<file path="src/design/path_name_validator_assert.svh">
// assertion macros used by the path name validator top level
`ifndef PATH_NAME_VALIDATOR_ASSERT_SVH
`define PATH_NAME_VALIDATOR_ASSERT_SVH

// same-cycle implication, disabled during reset
`define PNV_ASSERT_NOW(lbl, ante, cons, msg) \
  lbl: assert property (@(posedge clk) disable iff (!rst_n) (ante) |-> (cons)) else $error(msg);

// next-cycle implication, disabled during reset
`define PNV_ASSERT_NEXT(lbl, ante, cons, msg) \
  lbl: assert property (@(posedge clk) disable iff (!rst_n) (ante) |=> (cons)) else $error(msg);

`endif

</file>
<file path="src/design/pnv_pkg.sv">
// shared types and constants for the path name validator
package pnv_pkg;

  localparam int COUNTER_BITS_DEF = 16;
  localparam int CFG_IDX_W = 8;
  localparam int CFG_DATA_W = 16;
  localparam int LIMIT_W = 16;

  localparam logic [LIMIT_W-1:0] MAX_PATH_LEN_RST = 16'd259;
  localparam logic [LIMIT_W-1:0] MAX_COMP_LEN_RST = 16'd255;

  // configuration register indexes
  typedef enum logic [CFG_IDX_W-1:0] {
    CFG_POSIX_CHECK   = 8'd0,
    CFG_LEADING_CHECK = 8'd1,
    CFG_MAX_PATH_LEN  = 8'd2,
    CFG_MAX_COMP_LEN  = 8'd3
  } pnv_cfg_idx_t;

  // characters of interest
  localparam logic [7:0] CH_SLASH  = 8'h2F;
  localparam logic [7:0] CH_BSLASH = 8'h5C;
  localparam logic [7:0] CH_HYPHEN = 8'h2D;
  localparam logic [7:0] CH_DOT    = 8'h2E;
  localparam logic [7:0] CH_SPACE  = 8'h20;
  localparam logic [7:0] CH_UNDER  = 8'h5F;
  localparam logic [7:0] CH_LT     = 8'h3C;
  localparam logic [7:0] CH_GT     = 8'h3E;
  localparam logic [7:0] CH_QUOTE  = 8'h22;
  localparam logic [7:0] CH_PIPE   = 8'h7C;
  localparam logic [7:0] CH_QMARK  = 8'h3F;
  localparam logic [7:0] CH_STAR   = 8'h2A;
  localparam logic [7:0] CH_DIG1   = 8'h31;
  localparam logic [7:0] CH_DIG9   = 8'h39;

  // reserved device names, upper case, packed low-aligned
  localparam logic [31:0] DEV_CON = 32'h00434F4E;
  localparam logic [31:0] DEV_PRN = 32'h0050524E;
  localparam logic [31:0] DEV_AUX = 32'h00415558;
  localparam logic [31:0] DEV_NUL = 32'h004E554C;
  localparam logic [23:0] DEV_COM = 24'h434F4D;
  localparam logic [23:0] DEV_LPT = 24'h4C5054;

  // per-byte classification
  typedef struct packed {
    logic       is_sep;
    logic       is_control;
    logic       is_bad;
    logic       is_portable;
    logic       is_hyphen;
    logic [7:0] upper;
  } pnv_class_t;

  // sticky per-name flags
  typedef struct packed {
    logic hyphen;
    logic control;
    logic badchar;
    logic reserved;
    logic trailing;
    logic nonport;
    logic complong;
    logic nameovf;
    logic compovf;
  } pnv_flags_t;

endpackage

</file>
<file path="src/design/path_name_validator.sv">
// top level of the path name validator: input register, checks, result register
// Accepts one transaction per clock unless stalled: byte transactions (op 0) update running
// counters and sticky error flags, and an end transaction (op 1) loads its result from the input
// register into the result register, where it is presented, and clears the per-name state.
// The rate is set by the single pass of byte checks and counter updates between the input
// register and the result register; an end transaction waits in the input register only while
// the result register is full and stalled.
module path_name_validator #(
  parameter int COUNTER_BITS = pnv_pkg::COUNTER_BITS_DEF
) (
  input  logic                           clk,
  input  logic                           rst_n,
  // input channel
  input  logic                           in_valid,
  output logic                           in_stall,
  input  logic                           in_op,
  input  logic [7:0]                     in_char_byte,
  // result channel
  output logic                           out_valid,
  input  logic                           out_stall,
  output logic                           out_name_valid,
  output logic                           out_err_empty,
  output logic                           out_err_leading_hyphen,
  output logic                           out_err_control,
  output logic                           out_err_bad_char,
  output logic                           out_err_reserved,
  output logic                           out_err_trailing,
  output logic                           out_err_nonportable,
  output logic                           out_err_component_long,
  output logic                           out_err_path_long,
  // configuration channel
  input  logic                           cfg_valid,
  output logic                           cfg_ready,
  input  logic [pnv_pkg::CFG_IDX_W-1:0]  cfg_index,
  input  logic [pnv_pkg::CFG_DATA_W-1:0] cfg_data
);
  import pnv_pkg::*;

  localparam int CMP_W = (COUNTER_BITS > LIMIT_W) ? COUNTER_BITS : LIMIT_W;
  localparam logic [COUNTER_BITS-1:0] CNT_MAX = '1;

  // configuration registers
  logic               posix_r;
  logic               leading_r;
  logic [LIMIT_W-1:0] max_path_r;
  logic [LIMIT_W-1:0] max_comp_r;

  // input register
  logic       in_valid_r;
  logic       in_op_r;
  logic [7:0] in_byte_r;

  // per-name state
  logic [COUNTER_BITS-1:0] name_len_r, name_len_nxt;
  logic [COUNTER_BITS-1:0] comp_len_r, comp_len_nxt;
  logic [7:0]              last_r, last_nxt;
  logic [31:0]             prefix_r, prefix_nxt;
  pnv_flags_t              flags_r, flags_nxt;

  // result register
  logic       out_valid_r;
  logic [9:0] res_r, res_nxt;

  logic       out_free;
  logic       proc_fire;
  logic       in_fire;
  logic       out_fire;
  pnv_class_t cls;
  pnv_flags_t closed;
  logic       res3;
  logic       res4;
  logic       empty;
  logic       e_pl;
  logic [8:0] errs;

  pnv_byte_class u_class (
    .char_byte (in_byte_r),
    .cls       (cls)
  );

  // handshake
  assign cfg_ready = 1'b1;
  assign out_fire  = out_valid_r && !out_stall;
  assign out_free  = !out_valid_r || !out_stall;
  assign proc_fire = in_valid_r && (!in_op_r || out_free);
  assign in_stall  = in_valid_r && !proc_fire;
  assign in_fire   = in_valid && !in_stall;

  // configuration writes
  always_ff @(posedge clk) begin
    if (!rst_n) begin
      posix_r    <= 1'b0;
      leading_r  <= 1'b0;
      max_path_r <= MAX_PATH_LEN_RST;
      max_comp_r <= MAX_COMP_LEN_RST;
    end else if (cfg_valid && cfg_ready) begin
      unique case (cfg_index)
        CFG_POSIX_CHECK:   posix_r    <= cfg_data[0];
        CFG_LEADING_CHECK: leading_r  <= cfg_data[0];
        CFG_MAX_PATH_LEN:  max_path_r <= cfg_data;
        CFG_MAX_COMP_LEN:  max_comp_r <= cfg_data;
        default: ;
      endcase
    end
  end

  // input register
  always_ff @(posedge clk) begin
    if (!rst_n) begin
      in_valid_r <= 1'b0;
    end else if (in_fire) begin
      in_valid_r <= 1'b1;
    end else if (proc_fire) begin
      in_valid_r <= 1'b0;
    end
  end

  always_ff @(posedge clk) begin
    if (in_fire) begin
      in_op_r   <= in_op;
      in_byte_r <= in_char_byte;
    end
  end

  // component close checks on the current state
  always_comb begin
    res3 = !flags_r.compovf && (comp_len_r == COUNTER_BITS'(3)) &&
           ((prefix_r == DEV_CON) || (prefix_r == DEV_PRN) ||
            (prefix_r == DEV_AUX) || (prefix_r == DEV_NUL));
    res4 = !flags_r.compovf && (comp_len_r == COUNTER_BITS'(4)) &&
           ((prefix_r[31:8] == DEV_COM) || (prefix_r[31:8] == DEV_LPT)) &&
           (prefix_r[7:0] >= CH_DIG1) && (prefix_r[7:0] <= CH_DIG9);
    closed = flags_r;
    closed.reserved = flags_r.reserved || res3 || res4;
    closed.trailing = flags_r.trailing ||
                      ((flags_r.compovf || (comp_len_r != '0)) &&
                       ((last_r == CH_DOT) || (last_r == CH_SPACE)));
    closed.complong = flags_r.complong || flags_r.compovf ||
                      (CMP_W'(comp_len_r) > CMP_W'(max_comp_r));
    closed.compovf  = 1'b0;
  end

  // result flags for an end transaction
  always_comb begin
    empty = (name_len_r == '0) && !flags_r.nameovf;
    e_pl  = flags_r.nameovf || (CMP_W'(name_len_r) > CMP_W'(max_path_r));
    errs  = {leading_r && empty, leading_r && closed.hyphen, closed.control,
             closed.badchar, closed.reserved, closed.trailing,
             posix_r && closed.nonport, posix_r && closed.complong, e_pl};
    res_nxt = {~|errs, errs};
  end

  // per-name state update
  always_comb begin
    name_len_nxt = name_len_r;
    comp_len_nxt = comp_len_r;
    last_nxt     = last_r;
    prefix_nxt   = prefix_r;
    flags_nxt    = flags_r;
    if (in_op_r) begin
      name_len_nxt = '0;
      comp_len_nxt = '0;
      last_nxt     = '0;
      prefix_nxt   = '0;
      flags_nxt    = '0;
    end else begin
      flags_nxt.hyphen  = flags_r.hyphen || (empty && cls.is_hyphen);
      flags_nxt.control = flags_r.control || cls.is_control;
      flags_nxt.badchar = flags_r.badchar || cls.is_bad;
      if (name_len_r == CNT_MAX) begin
        flags_nxt.nameovf = 1'b1;
      end else begin
        name_len_nxt = name_len_r + 1'b1;
      end
      if (cls.is_sep) begin
        flags_nxt.reserved = closed.reserved;
        flags_nxt.trailing = closed.trailing;
        flags_nxt.complong = closed.complong;
        flags_nxt.compovf  = 1'b0;
        comp_len_nxt       = '0;
        last_nxt           = '0;
        prefix_nxt         = '0;
      end else begin
        flags_nxt.nonport = flags_r.nonport || !cls.is_portable;
        if ((comp_len_r < COUNTER_BITS'(4)) && !flags_r.compovf) begin
          prefix_nxt = {prefix_r[23:0], cls.upper};
        end
        if (comp_len_r == CNT_MAX) begin
          flags_nxt.compovf = 1'b1;
        end else begin
          comp_len_nxt = comp_len_r + 1'b1;
        end
        last_nxt = in_byte_r;
      end
    end
  end

  always_ff @(posedge clk) begin
    if (!rst_n) begin
      name_len_r <= '0;
      comp_len_r <= '0;
      last_r     <= '0;
      prefix_r   <= '0;
      flags_r    <= '0;
    end else if (proc_fire) begin
      name_len_r <= name_len_nxt;
      comp_len_r <= comp_len_nxt;
      last_r     <= last_nxt;
      prefix_r   <= prefix_nxt;
      flags_r    <= flags_nxt;
    end
  end

  // result register
  always_ff @(posedge clk) begin
    if (!rst_n) begin
      out_valid_r <= 1'b0;
    end else if (proc_fire && in_op_r) begin
      out_valid_r <= 1'b1;
    end else if (out_fire) begin
      out_valid_r <= 1'b0;
    end
  end

  always_ff @(posedge clk) begin
    if (proc_fire && in_op_r) begin
      res_r <= res_nxt;
    end
  end

  assign out_valid              = out_valid_r;
  assign out_name_valid         = res_r[9];
  assign out_err_empty          = res_r[8];
  assign out_err_leading_hyphen = res_r[7];
  assign out_err_control        = res_r[6];
  assign out_err_bad_char       = res_r[5];
  assign out_err_reserved       = res_r[4];
  assign out_err_trailing       = res_r[3];
  assign out_err_nonportable    = res_r[2];
  assign out_err_component_long = res_r[1];
  assign out_err_path_long      = res_r[0];

  // checks
`include "path_name_validator_assert.svh"

  `PNV_ASSERT_NOW(a_valid_flag, out_valid_r, res_r[9] == ~|res_r[8:0], "name_valid disagrees with error flags")
  `PNV_ASSERT_NEXT(a_end_clears, proc_fire && in_op_r, (name_len_r == '0) && (comp_len_r == '0) && (flags_r == '0), "end transaction did not clear name state")
  `PNV_ASSERT_NEXT(a_byte_no_result, proc_fire && !in_op_r && out_fire, !out_valid_r, "byte transaction produced a result")
  `PNV_ASSERT_NOW(a_comp_within_name, !flags_r.nameovf, comp_len_r <= name_len_r, "component length exceeds name length")

endmodule

</file>
<file path="src/design/pnv_byte_class.sv">
// byte classifier for the path name validator
module pnv_byte_class (
  input  logic [7:0]          char_byte,
  output pnv_pkg::pnv_class_t cls
);
  import pnv_pkg::*;

  logic is_lower;
  logic is_upper;
  logic is_digit;

  // letter and digit ranges
  assign is_lower = (char_byte >= 8'h61) && (char_byte <= 8'h7A);
  assign is_upper = (char_byte >= 8'h41) && (char_byte <= 8'h5A);
  assign is_digit = (char_byte >= 8'h30) && (char_byte <= 8'h39);

  // flag decode
  always_comb begin
    cls.is_sep      = (char_byte == CH_SLASH) || (char_byte == CH_BSLASH);
    cls.is_control  = (char_byte < CH_SPACE);
    cls.is_bad      = (char_byte == CH_LT) || (char_byte == CH_GT) ||
                      (char_byte == CH_QUOTE) || (char_byte == CH_PIPE) ||
                      (char_byte == CH_QMARK) || (char_byte == CH_STAR);
    cls.is_portable = is_lower || is_upper || is_digit || (char_byte == CH_DOT) ||
                      (char_byte == CH_UNDER) || (char_byte == CH_HYPHEN);
    cls.is_hyphen   = (char_byte == CH_HYPHEN);
    cls.upper       = is_lower ? (char_byte - 8'd32) : char_byte;
  end

endmodule
</file>
<file path="config.mk">
export PLATFORM = sky130hd
export DESIGN_NAME = path_name_validator
export DESIGN_NICKNAME = d
export VERILOG_FILES = /design/src/design/pnv_pkg.sv /design/src/design/path_name_validator.sv /design/src/design/pnv_byte_class.sv
export VERILOG_INCLUDE_DIRS = /design/src /design/src/design
export SDC_FILE = /design/constraint.sdc
export NUM_CORES = 1
export LEC_CHECK = 0
export BUFFER_PORTS_ARGS = -buffer_cell sky130_fd_sc_hd__buf_2
export CAP_MARGIN = 40
export CORE_UTILIZATION = 45
export DETAILED_ROUTE_END_ITERATION = 7
export SLEW_MARGIN = 20
export SYNTH_ARGS = -nofsm -noshare
export SYNTH_HDL_FRONTEND = slang
export SYNTH_HIERARCHICAL = 1
export SYNTH_SLANG_ARGS = --single-unit
</file>
<file path="constraint.sdc">
create_clock -name clk -period 3.29 [get_ports clk]
set_input_delay 0.329 -clock clk [delete_from_list [all_inputs] [get_ports clk]]
set_output_delay 0.329 -clock clk [all_outputs]
set_load 0.03 [all_outputs]
</file>
After elaboration in Yosys (flattened, before gate mapping). Cells that the tools add are included.

Register bits after elaboration: 136. Bits in latches: 0. Memory bits (writable): 0. Memory bits (read-only): 0. Bits of input ports: 38. Output and inout bits: 13. Logic and storage cells: 169. Memories: 0.

$add $sub $neg: 3. $mul: 0. Divide/modulo/power cells: 0. $lt $le $gt $ge: 12. Eq/ne operators: 29. Shift operators: 0. Multiplexer cells: 22. Bitwise gates (word level): 0. Reduce and logical (&&, ||, !) cells: 81.

Operators with widths (number): $eq 32x23->1 const B (4); $mux 32 (3); $eq 8x6->1 const B (10); $mux 16 (5); $eq 24x23->1 const B (2); $add 16x1->16 const B (2); $eq 16x16->1 const B (2); $gt 16x16->1 (2); $logic_or 1x1->1 (29); $eq 8x7->1 const B (3); $mux 8 (3); $logic_and 1x1->1 (22); $reduce_and 2->1 (11); $eq 16x2->1 const B (1); $eq 16x3->1 const B (1); $eq 8x2->1 const B (2); $ge 8x6->1 const B (2); $ge 8x7->1 const B (2); $le 8x6->1 const B (2); $le 8x7->1 const B (2); $logic_not 16->1 (1); $lt 16x3->1 const B (1); $reduce_bool 16->1 (1); $logic_not 1->1 (9); 12 further kinds (25).

Logic depth before layout (Yosys ltp). Gate-level depths: netlist (run 1).

Depth after elaboration: 11. Mapped depth: 10. Mapped depth without buffers: 9.

Hierarchy. Netlist (run 1), hierarchy kept.

Modules (own cells, without submodules): path_name_validator (times used 1, cells each 694, area an instance 6531.3 um^2, seq. area each 2912.8 um^2); pnv_byte_class (times used 1, cells each 48, area an instance 347.8 um^2, seq. area each 0.0 um^2).

Least setup slack after synthesis (run 1). OpenSTA, ideal clock, no wires.

Kind: reg-to-reg. Start point: register in_byte_r[6]. End point: register comp_len_r[13]. Library setup time: 128 ps. Data arrival time: 2232 ps. Required time: 3162 ps. Setup slack: 930 ps. Stages on the path, launching flop included: 10. Buffers on the path: 1. Clock period less this slack: 2360 ps. Cell sequence: edfxtp_1 nor4b_1 nand3_1 a21oi_1 or2_2 o31ai_4 buf_2 nor3_1 xnor2_1 nor2_1.

RTL lines: start, declared (RTL line path_name_validator.sv:51) `logic [7:0] in_byte_r;`; start signal, assigned (RTL line path_name_validator.sv:121) `in_byte_r <= in_char_byte;`; end signal, assigned (RTL line path_name_validator.sv:207) `comp_len_r <= comp_len_nxt;`; end, declared (RTL line path_name_validator.sv:55) `logic [COUNTER_BITS-1:0] comp_len_r, comp_len_nxt;`.

==> impl_metrics.csv, run 1 <==
group,metric,value,unit
worst_setup_path,cp.required,3600,ps
pwr,p_seq_share,44.4,%
die,placementRows,44,
timing,post-route-period-util,80.3,%
detailed_routing,ant_nets,0,
timing,period_needed,2640,ps
die,dieArea,15800,um^2
clock_network,cts-root-buf,"clkbuf_16",
die,floorplan.initialDensity,46.8,%
synth,synth.distinct_cells,66,
final_layout,area_growth,14.4,%
outcome,outcome,"complete, no violations",
clock_network,ctsHoldBuffers,0,
placement,gp_congestion,0.849,
pwr,ir_worst_vdd,377,uV
timing,rsz0062_at_grt,"no",
timing,setup_viol,0,
pwr,p_per_area,497,nW/um^2
clock_network,clk_path_buf_depth,2,
timing,relSlewSlack,44.1,%
grt,antenna_found_initial,0,
clock_network,numCtsBuffers,17,
clock_network,cts_resized,0,
pwr,leakage,3.23,nW
synth,synthesis.nets,819,
clock_network,clk_latency,420,ps
pwr,swShare,22.1,%
detailed_routing,firstDrtPassIters,5,
final_layout,layoutNonFillerInstCount,982,
min_path,hold_path.class,"input port to flop",
detailed_routing,drtIter0Drc,344,
grt,grt_pass1_vias,5619,
die,die_w,126,um
die,coreArea,14700,um^2
timing,drv_slew,0,
die,io_pins,51,
clock_network,cts_setup_buffers,0,
synth,synth-main-ff-cell,"dfxtp_1",
clock_network,cts_tree,"built",
worst_setup_path,reg2reg_slack,650,ps
timing,worst_pin_slew,838,ps
placement,port_buffers,49,
min_path,min_from,"in_char_byte[5]",
synth,seq_area_frac_synth,42.3,%
worst_setup_path,path_max_fanout,13,
synth,ys_warn_count,6,
run,drv_cap,0,
detailed_routing,vias,5523,
pwr,switchingPower,0.000865,W
placement,dp_cells,950,
detailed_routing,drc,0,
worst_setup_path,cp.arrival,2950,ps
synth,synthArstFlopShare,0,%
worst_setup_path,r2r_start,"in_byte_r[5]",
clock_network,path_clk_slew,60,ps
placement,dp_hpwl,11600,um
final_layout,fin_nets,862,
timing,fin_tns_setup,0,ps
pwr,combPwrFrac,4.6,%
synth,syn_area,6880,um^2
worst_setup_path,critPathKind,"flop to flop",
pwr,power_frac_clock,51.0,%
timing,final-hold-violation-count,0,
pwr,p_int,0.00305,W
detailed_routing,viasPerCell,5.62,
grt,grt_use_total,22.1,%
clock_network,h-tree-depth,4,
detailed_routing,routed_wl,16300,um
die,die_y,126,um
worst_setup_path,crit_start,"in_byte_r[5]",
detailed_routing,wire_per_inst,16.6,um
final_layout,layout-drive-gt1-share,13.7,%
synth,synth_cells,742,
synth,synth_edf_count,19,
synth,avgSynthCellArea,9.27,um^2
grt,grt_max_degree,64,
grt,grt_pass1_wl,27600,um
timing,skew,6.30,ps
timing,max_freq,0.378,GHz
worst_setup_path,cp-end-kind,"flop",
worst_setup_path,worstSetupStartpointType,"flop",
final_layout,diodes,0,
clock_network,cts_sinks,136,
synth,ys_seq_elements,136,
grt,overflow,0,
==> cells in the final DEF (no fill, tap or decap), types with 7 or more instances in the layout <==
cell       netlist  layout
buf_4            6       9
nor3b_1          8       8
a21o_1           8       8
nor2_1          51      51
dfxtp_1        117     117
edfxtp_1        19      19
inv_1           44      44
mux2i_1         37      37
nor2b_1         62      62
a21oi_1         37      37
buf_2            7      49
o21ai_0         13      12
clkbuf_16        0      19
nor3_1          19      19
a22oi_1         34      34
nand4_1         16      16
nand3_1         21      21
ha_1            39      39
xnor2_1         14      14
xor2_1           7       7
nor4_1          11      11
nand2_1         57      57
==> Yosys cell counts, drive strengths merged (3+ instances only) <==
cell | instances | area share [%]
dfxtp | 117 | 34
nor2b | 62 | 5.6
nand2 | 57 | 3.1
nor2 | 51 | 2.8
inv | 44 | 2.4
ha | 39 | 7.1
a21oi | 37 | 2.7
mux2i | 37 | 5.4
a22oi | 34 | 3.7
nand3 | 22 | 1.7
nor3 | 20 | 1.5
edfxtp | 19 | 8.3
buf | 17 | 1.7
clkbuf | 17 | 0.93
nand4 | 17 | 1.6
xnor2 | 14 | 1.8
nor4 | 13 | 1.5
o21ai | 13 | 0.95
a21o | 8 | 0.87
and4 | 8 | 1.1
nor3b | 8 | 0.87
xor2 | 7 | 0.89
nand4b | 6 | 0.76
or3 | 6 | 0.56
a21boi | 5 | 0.55
and2 | 5 | 0.45
nand3b | 5 | 0.55
or4 | 5 | 0.65
a211oi | 4 | 0.44
and3 | 4 | 0.36
nor4b | 4 | 0.51
and3b | 3 | 0.38
o211ai | 3 | 0.33
o22ai | 3 | 0.27
or2 | 3 | 0.27
==> registers in the layout (all words and copies together), names as in the netlist <==
| signal | cells |
|---|---|
| in_valid_r | 1 |
| max_comp_r | 16 |
| comp_len_r | 16 |
| prefix_r | 32 |
| name_len_r | 16 |
| flags_r | 4 |
| last_r | 8 |
| posix_r | 1 |
| closed | 5 |
| in_byte_r | 8 |
| max_path_r | 16 |
| res_r | 10 |
| leading_r | 1 |
| in_op_r | 1 |
| out_valid | 1 |
==> per-layer routing <==
layer | up-vias | global-route usage [%] | wire length (um)
li1 | 2732 | - | -
met1 | 2650 | 29.0 | 7870
met2 | 117 | 35.9 | 7610
met3 | 24 | 4.12 | 555
met4 | 0 | 9.11 | 267
met5 | - | 0 | 0
==> worst paths after layout <==
kind	endpoint	cells past startpoint
worst max-delay path	comp_len_r[7]	7
worst min-delay path	in_byte_r[5]	1
worst max register to register	comp_len_r[7]	7
worst min register to register	flags_r[4]	2
==> worst max-delay path: stages (launching register included) <==
cell      delay, ps
edfxtp_1        510
nor4bb_1        550
nand2_1         120
a21oi_1         340
nor2_1          130
o21ai_1         510
buf_4           310
nor2_1           70
==> final cells by class <==
type / instances / area (um^2)
clock buffer: 23 / 520
clock inverter: 9 / 109
fill: 1331 / 6830
inverter: 44 / 165
multi-input combinational: 528 / 3620
sequential: 136 / 2910
tap: 184 / 230
timing repair buffer: 58 / 313
==> power by group through the flow <==
stage	Clock, W	Combinational, W	Sequential (W)
after floorplan	0	0.000120	0.00176
after global placement	0	0.000176	0.00177
after detailed placement	0	0.000181	0.00177
after CTS	0.00203	0.000181	0.00173
after global routing	0.00211	0.000199	0.00174
final	0.00199	0.000181	0.00174
==> cells by family (layout without fill, tap and decap cells) <==
group	count (synthesis)	after routing	synth area share, %
buffers and inverters	78	134	5.04
AOI/OAI and AO/OA	125	125	12.3
other	1	1	0.0545
DFF	136	136	42.3
muxes	37	37	5.38
and+or+nand+nor	305	305	25.2
xor gates and xnor gates	21	21	2.67
adders and majority gates	39	39	7.09
==> per-stage QoR <==
step / power, W / worst slack [ps] / area (um^2) / hold WS [ps] / utilization, %
after floorplan: 0.00188 / 930 / 6880 / 428 / -
after global placement: 0.00195 / 873 / 7240 / 439 / 49.3
after detailed placement: 0.00195 / 769 / 7240 / 448 / 49.3
after CTS: 0.00395 / 699 / 7870 / 65.8 / 53.5
after global routing: 0.00405 / 516 / 7870 / 65.6 / 53.5
final: 0.00391 / 647 / 7870 / 80.3 / 53.5
Power figures use the tool's default switching activity.
==> run 2: changes to the inputs <==
clock period = 2.21 ns   (was 3.29 ns; I/O delays follow)
==> run 2 against run 1 <==
Effect of this change: the run now ends with negative setup slack left; clock-buffer cell count grew 3; hold slack got worse by 50 ps; sequential power rose by 48%; cell count rose by 6.2%; design area is 8.7% higher; clock power is 53% higher; sequential cell count stayed put.
==> impl_metrics.csv, run 2 (synthesis results as in run 1) <==
group,metric,value,unit
grt,grt_pass1_wl,27500,um
timing,fin_ws,-54.3,ps
worst_setup_path,cp_slowest_stage_delay,480,ps
min_path,hold_path.class,"input port to flop",
die,coreArea,14700,um^2
timing,relSlewSlack,58.2,%
pwr,p_int,0.00470,W
clock_network,h-tree-depth,4,
worst_setup_path,worstSetupStartpointType,"flop",
final_layout,diodes,0,
detailed_routing,firstDrtPassIters,5,
pwr,leakage,3.58,nW
timing,skew,7.48,ps
worst_setup_path,crit_start,"in_byte_r[6]",
timing,setup_viol,2,
pwr,p_seq_share,43.1,%
detailed_routing,vias,5775,
worst_setup_path,r2r_start,"in_byte_r[6]",
timing,final-hold-violation-count,0,
placement,dp_cells,1000,
clock_network,numCtsBuffers,17,
timing,drv_slew,0,
outcome,violations,"negative setup slack",
clock_network,cts_tree,"built",
detailed_routing,routed_wl,16800,um
final_layout,largest_register_ffs,32,
timing,worst_pin_slew,623,ps
timing,max_freq,0.442,GHz
outcome,outcome,"finished, violations left",
die,die_y,126,um
clock_network,cts-root-buf,"clkbuf_16",
final_layout,area_growth,24.3,%
worst_setup_path,cp.required,2510,ps
detailed_routing,viasPerCell,5.54,
pwr,p_per_area,696,nW/um^2
detailed_routing,ant_nets,0,
worst_setup_path,path_max_fanout,8,
timing,rsz0062_at_grt,"yes",
worst_setup_path,slowest_stage,"edfxtp_1",
grt,grt_max_degree,39,
die,die_w,126,um
placement,gp_congestion,0.831,
clock_network,clk_latency,420,ps
pwr,switchingPower,0.00126,W
final_layout,regMostFlops,"prefix_r",
pwr,power_frac_clock,51.0,%
grt,grt_pass1_vias,5714,
final_layout,mostFrequentLayoutCell,"dfxtp_1",
detailed_routing,drtIter0Drc,342,
die,placementRows,44,
timing,period_needed,2260,ps
pwr,swShare,21.1,%
pwr,totalPowerFinal,0.00596,W
clock_network,path_clk_slew,50,ps
run,drv_cap,0,
die,dieArea,15800,um^2
worst_setup_path,crit_chain,"nor4b_4 > nand3_1 > a21oi_2 > or2_4 > o31ai_4 > buf_12 > nor3_2 > xnor2_1 > nor2_1",
clock_network,cts_sinks,136,
die,io_pins,51,
worst_setup_path,critPathKind,"flop to flop",
die,floorplan.initialDensity,46.8,%
pwr,combPwrFrac,5.8,%
final_layout,mostFrequentLayoutCells,"dfxtp_1, nor2b_1, buf_4",
placement,port_buffers,49,
timing,post-route-period-util,102,%
worst_setup_path,cp.arrival,2560,ps
clock_network,clk_path_buf_depth,2,
placement,dp_hpwl,11900,um
placement,dpl_cell_area,7650,um^2
final_layout,layout-drive-gt1-share,21.4,%
worst_setup_path,cp-end-kind,"flop",
final_layout,layoutNonFillerInstCount,1043,
final_layout,final_util,58.2,%
final_layout,fin_nets,924,
detailed_routing,wire_per_inst,16.1,um
min_path,min_from,"in_valid",
detailed_routing,drc,0,
timing,fin_tns_setup,-60.1,ps
grt,overflow,0,
final_layout,fin_area,8550,um^2
pwr,ir_worst_vdd,715,uV
grt,grt_use_total,22.0,%
grt,antenna_found_initial,0,
## run 2: timing repair
item	CTS	global route
buffers inserted	0	2
endpoints found under the hold margin	9	0
setup endpoints to repair	3	25
pin swaps	3	9
hold buffers	9	0
gates cloned	0	1
gates resized for setup	9	18
## run 2: worst max-delay path: cells and delay by family (launching register included)
family                 cells  cell delay (ps)
buffers and inverters      1              170
AND/OR/NAND/NOR            5             1010
XOR/XNOR                   1              150
AO/OA/AOI/OAI              2              340
flip-flops                 1              480
## run 2: path summary, 6_finish.rpt
check                   end  slack [ps]  cells after the start
max          comp_len_r[13]         -50                      9
min              in_valid_r          30                      2
max reg2reg  comp_len_r[13]         -50                      9
min reg2reg      flags_r[4]         450                      2
## run 2: through the flow
| stage | hold slack (ps) | setup WS, ps |
|---|---|---|
| finish | 30.3 | -54.3 |
| global route | 18.9 | -80.5 |
| CTS | 16.4 | -23.8 |
| detailed placement | 399 | -168 |
| global placement | 398 | -114 |
| floorplan | 320 | 9.76 |
## run 2: power by group through the flow
stage	registers, W	logic [W]	clock network (W)
floorplan	0.00263	0.000179	0
global placement	0.00262	0.000310	0
detailed placement	0.00262	0.000317	0
CTS	0.00257	0.000331	0.00307
global route	0.00257	0.000377	0.00320
finish	0.00257	0.000348	0.00304
## run 2: area by class of cell
class / instances / area, um^2
repair buffers: 119 / 831
clock inverters: 5 / 75.1
inverters: 44 / 165
well taps: 184 / 230
multi-input cells: 529 / 3760
flip-flops and latches: 136 / 2920
fillers: 1289 / 6150
clock buffers: 26 / 573
## run 2: layer usage
layer | track usage [%] | vias to the layer above | share of wire, %
met5 | 0 | - | 0
met4 | 9.04 | 0 | 2.1
met3 | 4.46 | 27 | 4.0
met2 | 35.4 | 136 | 46
met1 | 28.7 | 2744 | 47
li1 | - | 2868 | -
